===== src/hw/rtl/multi_table_cuckoo_lookup_top_assert.svh =====
// ---------------------------------------------------------------------------
// Assertion macros for the multi-table cuckoo lookup
// Clocked on i_clk, disabled while i_rst_n is low.
// ---------------------------------------------------------------------------
`ifndef MULTI_TABLE_CUCKOO_LOOKUP_TOP_ASSERT_SVH
`define MULTI_TABLE_CUCKOO_LOOKUP_TOP_ASSERT_SVH

// Same-cycle implication
`define MTCL_ASSERT_NOW(lbl, ante, cons, msg) \
    lbl: assert property (@(posedge i_clk) disable iff (!i_rst_n) (ante) |-> (cons)) \
        else $error(msg);

// Next-cycle implication
`define MTCL_ASSERT_NEXT(lbl, ante, cons, msg) \
    lbl: assert property (@(posedge i_clk) disable iff (!i_rst_n) (ante) |=> (cons)) \
        else $error(msg);

`endif


===== src/hw/rtl/mtcl_pkg.sv =====
// ---------------------------------------------------------------------------
// mtcl_pkg
// Shared constants, payload structs and control types of the cuckoo lookup.
// ---------------------------------------------------------------------------
`timescale 1ns / 1ps

package mtcl_pkg;

    localparam int NUM_TABLES       = 2;
    localparam int TABLE_ADDR_WIDTH = 10;
    localparam int TABLE_DEPTH      = 1 << TABLE_ADDR_WIDTH;
    localparam int KEY_WIDTH        = 32;
    localparam int VALUE_WIDTH      = 32;
    localparam int TAG_WIDTH        = 8;
    localparam int HASH_WIDTH       = NUM_TABLES * TABLE_ADDR_WIDTH;
    localparam int SEL_WIDTH        = 1;

    typedef enum logic {
        OP_LOOKUP = 1'b0,
        OP_WRITE  = 1'b1
    } t_op;

    typedef enum logic {
        ST_CLEAR,
        ST_RUN
    } t_ctrl_state;

    // One input transaction
    typedef struct packed {
        t_op                         op;
        logic [KEY_WIDTH-1:0]        lookup_key;
        logic [HASH_WIDTH-1:0]       lookup_hash;
        logic [TAG_WIDTH-1:0]        user_tag;
        logic [SEL_WIDTH-1:0]        table_select;
        logic [TABLE_ADDR_WIDTH-1:0] entry_index;
        logic                        entry_valid;
        logic [KEY_WIDTH-1:0]        entry_key;
        logic [VALUE_WIDTH-1:0]      entry_value;
    } t_in_item;

    // One result transaction
    typedef struct packed {
        logic                   found;
        logic [VALUE_WIDTH-1:0] found_value;
        logic [KEY_WIDTH-1:0]   echo_key;
        logic [HASH_WIDTH-1:0]  echo_hash;
        logic [TAG_WIDTH-1:0]   echo_tag;
    } t_out_item;

    // Write request to one table bank
    typedef struct packed {
        logic                        en;
        logic [TABLE_ADDR_WIDTH-1:0] addr;
        logic                        valid;
        logic [KEY_WIDTH-1:0]        key;
        logic [VALUE_WIDTH-1:0]      value;
    } t_bank_wr;

    // Registered read data of one table bank
    typedef struct packed {
        logic                   valid;
        logic [KEY_WIDTH-1:0]   key;
        logic [VALUE_WIDTH-1:0] value;
    } t_bank_rd;

    // Controller outputs
    typedef struct packed {
        logic clearing;
        logic run;
    } t_ctrl;

endpackage


===== src/hw/rtl/mtcl_match.sv =====
// ---------------------------------------------------------------------------
// mtcl_match
// Key compare over all probed entries; highest table index wins.
// ---------------------------------------------------------------------------
`timescale 1ns / 1ps

module mtcl_match
    import mtcl_pkg::*;
(
    input  t_bank_rd               i_rd [NUM_TABLES],
    input  logic [KEY_WIDTH-1:0]   i_key,
    output logic                   o_found,
    output logic [VALUE_WIDTH-1:0] o_value
);

    // Later tables overwrite earlier hits
    always_comb begin
        o_found = 1'b0;
        o_value = '0;
        for (int t = 0; t < NUM_TABLES; t++) begin
            if (i_rd[t].valid && (i_rd[t].key == i_key)) begin
                o_found = 1'b1;
                o_value = i_rd[t].value;
            end
        end
    end

endmodule


===== config.mk =====
export PLATFORM = sky130hd
export DESIGN_NAME = mtcl_match
export DESIGN_NICKNAME = d
export VERILOG_FILES = /design/src/hw/rtl/multi_table_cuckoo_lookup_top_assert.svh /design/src/hw/rtl/mtcl_pkg.sv /design/src/hw/rtl/mtcl_match.sv
export SDC_FILE = /design/constraint.sdc
export NUM_CORES = 1
export LEC_CHECK = 0
export ABC_AREA = 1
export BUFFER_PORTS_ARGS = -buffer_cell sky130_fd_sc_hd__buf_2
export CAP_MARGIN = 20
export CELL_PAD_IN_SITES_DETAIL_PLACEMENT = 1
export CELL_PAD_IN_SITES_GLOBAL_PLACEMENT = 1
export CORE_MARGIN = 4
export CORE_UTILIZATION = 18
export DETAILED_ROUTE_END_ITERATION = 7
export PLACE_DENSITY_LB_ADDON = 0.1
export SYNTH_ARGS = -nofsm -noshare
export SYNTH_HDL_FRONTEND = slang
export SYNTH_SLANG_ARGS = --single-unit

===== constraint.sdc =====
create_clock -name vclk -period 1.2
set_input_delay 0.12 -clock vclk [all_inputs]
set_output_delay 0.12 -clock vclk [all_outputs]
set_load 0.005 [all_outputs]

==> Word level (Yosys, flattened, before mapping) <==
Index checks and enable logic that the tools add are counted.
W data, S select, Z words.
{ "totals": {"register_bits": 0, "latchBits": 0, "ram_bits": 0, "rom_bits": 0, "inputBits": 162, "output_inout_bits": 33, "elab_cells": 8, "mem_count": 0} }
{ "classes": {"addsub": 0, "multipliers": 0, "div_mod_pow": 0, "order_cmp": 0, "eq_ne": 2, "shifts": 0, "muxes": 4, "bitwise_logic": 0, "reduce_logical": 2} }
{ "op_table": {"columns": ["cell", "n"], "rows": [
  ["$eq A32 B32 Y1", 2],
  ["$mux W32", 2],
  ["$logic_and A1 B1 Y1", 2],
  ["$mux W1", 2]
]} }

==> Depth between registers and ports, before layout <==
Gate-level depths: netlist of run 1.
{ "logic_depth": {"ltp_word": 4, "ltp_mapped": 13, "ltp_nobuf": 12} }

==> Least setup slack after synthesis of run 1 <==
Ideal clock, no wire load.
{ "synth_timing": {"kind": "input -> output", "start": "in i_rd[113] in the netlist's numbering", "end": "out o_value[22]", "t_arrival_ns": 1.140, "t_required_ns": 1.080, "setup_slack_ns": -0.060, "path_stages": 7, "n_path_buf": 1, "path_cell_list": "or2_2 > a21oi_1 > nand3_1 > nor2_4 > buf_8 > nand3_2 > nand2_1"} }
{ "synth_between": {"elab_chain_cells": 4} }
{ "synth_rtl": {"columns": ["item", "line_no", "text"], "rows": [
  ["start, declared", "mtcl_match.sv:10", "input t_bank_rd i_rd [NUM_TABLES],"],
  ["$eq A32 B32 Y1", "mtcl_match.sv:21", "if (i_rd[t].valid && (i_rd[t].key == i_key)) begin"],
  ["$logic_and A1 B1 Y1", "mtcl_match.sv:21", null],
  ["$mux W32 (2 in a row)", "mtcl_match.sv:21", null],
  ["end, declared", "mtcl_match.sv:13", "output logic [VALUE_WIDTH-1:0] o_value"]
]} }
No other way between the ends.

==> Worst setup path after layout of run 1 <==
{ "layout_timing": {"start": "in i_rd[63] in the netlist's numbering", "end": "out o_value[31]"} }
{ "layout_between": {"elab_chain_cells": 3} }
{ "layout_rtl": {"columns": ["item", "line_no"], "rows": [
  ["$eq A32 B32 Y1", "mtcl_match.sv:21"],
  ["$logic_and A1 B1 Y1", "mtcl_match.sv:21"],
  ["$mux W32", "mtcl_match.sv:21"]
]} }
No other way between the ends.

==> results.sh, run 1 <==
export IMPL_grt_overflow_total=0
export IMPL_rows=36
export IMPL_initial_utilization_pct=18.59
export IMPL_grt_max_degree=25
export IMPL_route_detailed_drc=0
export IMPL_grt_pass1_wl_mm=15.57
export IMPL_grt_pass1_vias=3245
export IMPL_final_nets=773
export IMPL_drive_gt1_share_pct=56.98
export IMPL_coreArea_um2=9864
export IMPL_worstHoldStart="i_rd[91]"
export IMPL_outcome="finished, violations left"
export IMPL_cp_required_ps=1080
export IMPL_syn_inst=396
export IMPL_grt_usage_pct=16.20
export IMPL_worst_pin_slew_ps=280.2
export IMPL_min_path_type="in2out"
export IMPL_final_cell_mix="buf_2 (162), nand2_1 (125), inv_1 (58)"
export IMPL_routed_via_density=4.294
export IMPL_wire_per_inst_um=14.57
export IMPL_drtAntennaViolNets=0
export IMPL_ir_drop_v=0.00009977
export IMPL_final_core_util_pct=40.11
export IMPL_num_fill_cells=1409
export IMPL_finalSetupTns_ps=-13370
export IMPL_max_stage_delay_ps=260
export IMPL_finalCritPeriodShare_pct=137.7
export IMPL_nClkBuffers=0
export IMPL_setup_slack_ps=-452.9
export IMPL_num_vias=3186
export IMPL_min_to="o_value[26]"
export IMPL_rsz0062_at_grt="yes"
export IMPL_yosysSeqAreaShare_pct=0
export IMPL_ios=195
export IMPL_die_w_um=108.9
export IMPL_period_needed_ps=1653
export IMPL_n_sequential_cell=0
export IMPL_crit_path_cell_trace="buf_2 > inv_1 > nand2_1 > o21ai_1 > nor2_1 > nand2_1 > nor2_2 > inv_2 > nor2_4 > clkbuf_16 > nand3_1 > nand2_1 > buf_2"
export IMPL_yosysWarnings=0
export IMPL_gp_congestion=0.8341
export IMPL_cp_start_kind="input pin"
export IMPL_wl_mm=10.81
export IMPL_slowest_stage="nor2_4"
export IMPL_fmax_mhz=605.0
export IMPL_path_max_fanout=6
export IMPL_portBuffers=195
export IMPL_drt_iter0_markers=75
export IMPL_hold_depth=4
export IMPL_synth_area_per_cell_um2=4.632
export IMPL_violations="negative setup slack"
export IMPL_synth_cell_area_um2=1834
export IMPL_p_leak_nw=2.291
export IMPL_area_growth_pct=115.7
export IMPL_hold_viol_final=0
export IMPL_cap_violations=0
export IMPL_diodes=0
export IMPL_seq_area_um2=0
export IMPL_antenna_found_initial=0
export IMPL_dieArea_um2=11870
export IMPL_dp_hpwl_mm=8.701
export IMPL_drt_pass1_iter_count=4
export IMPL_power_density_nw_per_um2=216.7
export IMPL_worst_setup_path_type="in2out"
export IMPL_worstSetupEndpointType="output port"
export IMPL_slew_headroom_pct=81.28
export IMPL_arrival_ps=1530
export IMPL_die_h_um=108.9
export IMPL_drv_slew=0
export IMPL_layout_commonest_cell="buf_2"
export IMPL_cpMostUsedCell="nand2_1"
export IMPL_setup_violations=33
export IMPL_syn_nets=558
export IMPL_ys_types=24
logic make-up after synthesis:
kind of cell           synth area share, %
AND/OR/NAND/NOR                      64.19
buffers and inverters                22.17
AO/OA/AOI/OAI                        6.002
XOR/XNOR                             7.640
per-stage QoR:
| step | power [mW] | cell area, µm² | hold WS (ps) | setup slack, ps | instances |
|---|---|---|---|---|---|
| 2_1_floorplan | 0.2766 | 1851 | 333.5 | -0.3223 | 396 |
| 3_3_place_gp | 0.6858 | 3043 | 529.5 | -522.6 | 728 |
| 3_5_place_dp | 0.6980 | 3043 | 533.3 | -519.8 | 728 |
| 4_1_cts | 0.7877 | 3538 | 533.7 | -408.1 | 735 |
| 5_1_grt | 0.9596 | 3956 | 554.2 | -588.6 | 742 |
| 6_report | 0.8572 | 3956 | 531.1 | -452.9 | 742 |
report_power, final:
part           internal (mW)  switching (mW)  total [mW]
Sequential                 0               0           0
Clock                      0               0           0
Combinational          0.450           0.407       0.857
Total                  0.450           0.407       0.857
worst max path at each step:
stage	startpoint	endpoint	slack [ps]	cells after the start
global route	i_key[5]	o_value[31]	-590	14
detailed placement	i_rd[110]	o_value[25]	-520	13
global placement	i_key[6]	o_value[25]	-520	12
finish	i_rd[63]	o_value[31]	-450	13
floorplan	i_key[27]	o_value[22]	-0.3	11
CTS	i_key[12]	o_value[31]	-410	12
worst max-delay path, delay by kind of cell:
family          cells  cell delay, ps
simple gates        7             840
compound gates      1              50
buf+inv             5             510
layer usage:
| metal | global-route usage [%] | vias up | routed length (µm) |
|---|---|---|---|
| met5 | 0 | - | 0 |
| met1 | 19.41 | 1439 | 4249 |
| met2 | 31.93 | 115 | 5637 |
| li1 | - | 1627 | - |
| met3 | 2.427 | 5 | 848 |
| met4 | 0 | 0 | 74 |
synthesized netlist by cell type (2+ instances only):
| library cell | instances | share of area (%) |
|---|---|---|
| buf_2 | 3 | 0.82 |
| nand2_1 | 150 | 31 |
| nand3_1 | 57 | 16 |
| inv_2 | 6 | 1.2 |
| nor2_4 | 3 | 1.8 |
| inv_1 | 74 | 15 |
| nor2_1 | 40 | 8.2 |
| or2_2 | 2 | 0.68 |
| o22ai_1 | 2 | 0.68 |
| buf_6 | 4 | 2.5 |
| nand3_2 | 12 | 6.5 |
| o21ai_0 | 16 | 4.4 |
| xnor2_1 | 15 | 7.2 |
| clkbuf_1 | 2 | 0.41 |
layout make-up:
class / instances / area (µm²) / share of cell area (%)
inverters: 81 / 314.1 / 7.938
well taps: 133 / 166.4 / 4.206
multi-input cells: 303 / 1787 / 45.16
repair buffers: 225 / 1689 / 42.69
timing repair:
| action | 4_1_cts | 5_1_grt |
|---|---|---|
| gates resized for setup | 89 | 87 |
| gates cloned | 4 | 6 |
| hold buffers | 0 | 0 |
| buffers inserted | 3 | 1 |
| pin swaps | 12 | 33 |
| endpoints found under the setup margin | 33 | 33 |
No activity file was read; power rests on OpenSTA's default activity.
==> run 2: changes to the inputs <==
Settings changed: ABC_AREA 1 to unset, CORE_UTILIZATION 18 to 20.
==> run 2 against run 1 <==
Against the previous run: the flow still finishes with violations (negative setup slack); worst hold slack gained 12 ps; design area shrank 16%; fmax shrank 8.8%; global-route usage shrank 1.3 points; first-iteration DRC count shrank 37%; power shrank 5.7%.
==> results.sh, run 2 <==
export IMPL_cp_required_ps=1080
export IMPL_nClkBuffers=0
export IMPL_yosys_area_share_simple_pct=30.93
export IMPL_drtAntennaViolNets=0
export IMPL_worst_setup_path_type="in2out"
export IMPL_n_sequential_cell=0
export IMPL_ys_types=23
export IMPL_yosysSeqAreaShare_pct=0
export IMPL_ir_drop_v=0.0001581
export IMPL_worstSetupEndpointType="output port"
export IMPL_grt_overflow_total=0
export IMPL_drv_slew=0
export IMPL_p_leak_nw=2.077
export IMPL_setup_violations=33
export IMPL_wl_mm=8.491
export IMPL_gp_congestion=0.8516
export IMPL_routed_via_density=4.311
export IMPL_synth_area_leaders="xnor2_1 (27%), mux2i_1 (18%), nand4_1 (15%)"
export IMPL_synthMuxAreaShare_pct=18.25
export IMPL_final_instance_count_excl_fill=582
export IMPL_p_switching_uw=338.7
export IMPL_final_cell_mix="buf_2 (183), inv_1 (67), nand4_1 (43)"
export IMPL_finalCritPeriodShare_pct=151.0
export IMPL_final_nets=641
export IMPL_cap_violations=0
export IMPL_synth_top_family_by_area="simple AND/OR/NAND/NOR gates"
export IMPL_wire_per_inst_um=14.59
export IMPL_grt_pass1_wl_mm=12.50
export IMPL_synth_compound_area_share_pct=1.426
export IMPL_cp_start_kind="input pin"
export IMPL_rsz0062_at_grt="yes"
export IMPL_grt_max_degree=34
export IMPL_seq_area_um2=0
export IMPL_grt_pass1_vias=2678
export IMPL_min_path_type="in2out"
export IMPL_layout_commonest_cell="buf_2"
export IMPL_dieArea_um2=10340
export IMPL_synth_xor_area_share_pct=29.94
export IMPL_yosysTopAreaCellShare_pct=26.94
export IMPL_sw_frac_of_total_pct=41.90
export IMPL_fmax_mhz=552.0
export IMPL_final_core_util_pct=39.72
export IMPL_yosysTopAreaCell="xnor2_1"
export IMPL_path_max_fanout=4
export IMPL_yosysWarnings=0
export IMPL_violations="negative setup slack"
export IMPL_p_int_uw=469.7
export IMPL_drt_iter0_markers=47
export IMPL_route_detailed_drc=0
export IMPL_num_vias=2509
export IMPL_syn_nets=432
export IMPL_die_w_um=101.7
export IMPL_slew_headroom_pct=64.02
export IMPL_antenna_found_initial=0
export IMPL_power_frac_seq_pct=0
export IMPL_portBuffers=195
export IMPL_worst_pin_slew_ps=534.1
export IMPL_ios=195
export IMPL_initial_utilization_pct=20.94
export IMPL_dp_hpwl_mm=7.014
export IMPL_outcome="finished, violations left"
export IMPL_netlist_top_cells_count="inv_1 (67), xnor2_1 (54), nand4_1 (43)"
export IMPL_diodes=0
export IMPL_power_frac_clock_pct=0
export IMPL_power_density_nw_per_um2=242.8
export IMPL_area_growth_pct=89.66
export IMPL_setup_slack_ps=-611.4
export IMPL_die_h_um=101.7
export IMPL_yosys_cell_count_top_type="inv_1"
export IMPL_syn_inst=270
export IMPL_arrival_ps=1690
export IMPL_synth_area_per_cell_um2=6.502
export IMPL_num_fill_cells=1126
export IMPL_hold_viol_final=0
export IMPL_synth_cell_area_um2=1755
export IMPL_period_needed_ps=1811
export IMPL_drt_pass1_iter_count=4
export IMPL_p_comb_share_pct=100.0
export IMPL_rows=33
export IMPL_coreArea_um2=8382
export IMPL_drive_gt1_share_pct=50.73
export IMPL_grt_usage_pct=14.89
export IMPL_yosys_area_share_adder_pct=0
export IMPL_place_inst=575
==> run 2: kinds of logic after synthesis <==
kind of cell	Yosys count
AO/OA/AOI/OAI	3
multiplexers	32
buffers and inverters	82
AND/OR/NAND/NOR	93
XOR/XNOR	60
==> run 2: repair_timing <==
action                     in CTS  in global routing
setup endpoints to repair      33                 33
buffers inserted                3                  1
cloned                          3                  1
pin swaps                      11                  6
resized for setup              25                 23
hold buffers                    0                  0
hold endpoints to repair        0                  0
==> run 2: worst max-delay path: stages <==
cell	delay, ps
buf_6	100
xnor2_2	160
nand4_1	210
nor4_4	380
buf_6	190
clkbuf_16	150
nand4_1	110
mux2i_1	140
buf_2	120
==> run 2: final timing paths <==
check | start | end | slack [ps] | cells past startpoint
setup / recovery | i_key[23] | o_value[9] | -610 | 9
hold / removal | i_rd[5] | o_value[5] | 540 | 4
==> run 2: cell type report <==
| cell class | count | area [µm²] | share of cell area [%] |
|---|---|---|---|
| Inverter | 67 | 251.5 | 7.554 |
| Multi-Input combinational cell | 188 | 1555 | 46.71 |
| Tap cell | 105 | 131.4 | 3.946 |
| Timing Repair Buffer | 222 | 1391 | 41.79 |
==> run 2: per-stage QoR <==
step | hold WS [ps] | cell area (µm²) | TNS (ps) | total power, mW | worst slack, ps
floorplan | 332.9 | 1760 | -6423 | 0.3151 | -217.2
global placement | 539.1 | 2973 | -17510 | 0.7071 | -564.3
detailed placement | 542.6 | 2973 | -18180 | 0.7227 | -580.4
CTS | 548.5 | 3209 | -16960 | 0.7830 | -548.2
global route | 562.3 | 3329 | -21540 | 0.8914 | -684.4
finish | 543.2 | 3329 | -18870 | 0.8084 | -611.4
==> run 2: power groups by stage <==
stage | logic, mW | registers [mW] | clock network (mW)
after floorplan | 0.315 | 0 | 0
after global placement | 0.707 | 0 | 0
after detailed placement | 0.723 | 0 | 0
after CTS | 0.783 | 0 | 0
after global routing | 0.891 | 0 | 0
final | 0.808 | 0 | 0
==> run 2: layer usage <==
metal / GRT usage, % / vias up / part of all wire, %
li1: - / 1291 / -
met1: 16.09 / 1111 / 35
met2: 30.23 / 103 / 55
met3: 3.512 / 4 / 9.4
met4: 0.8180 / 0 / 0.67
met5: 0 / - / 0
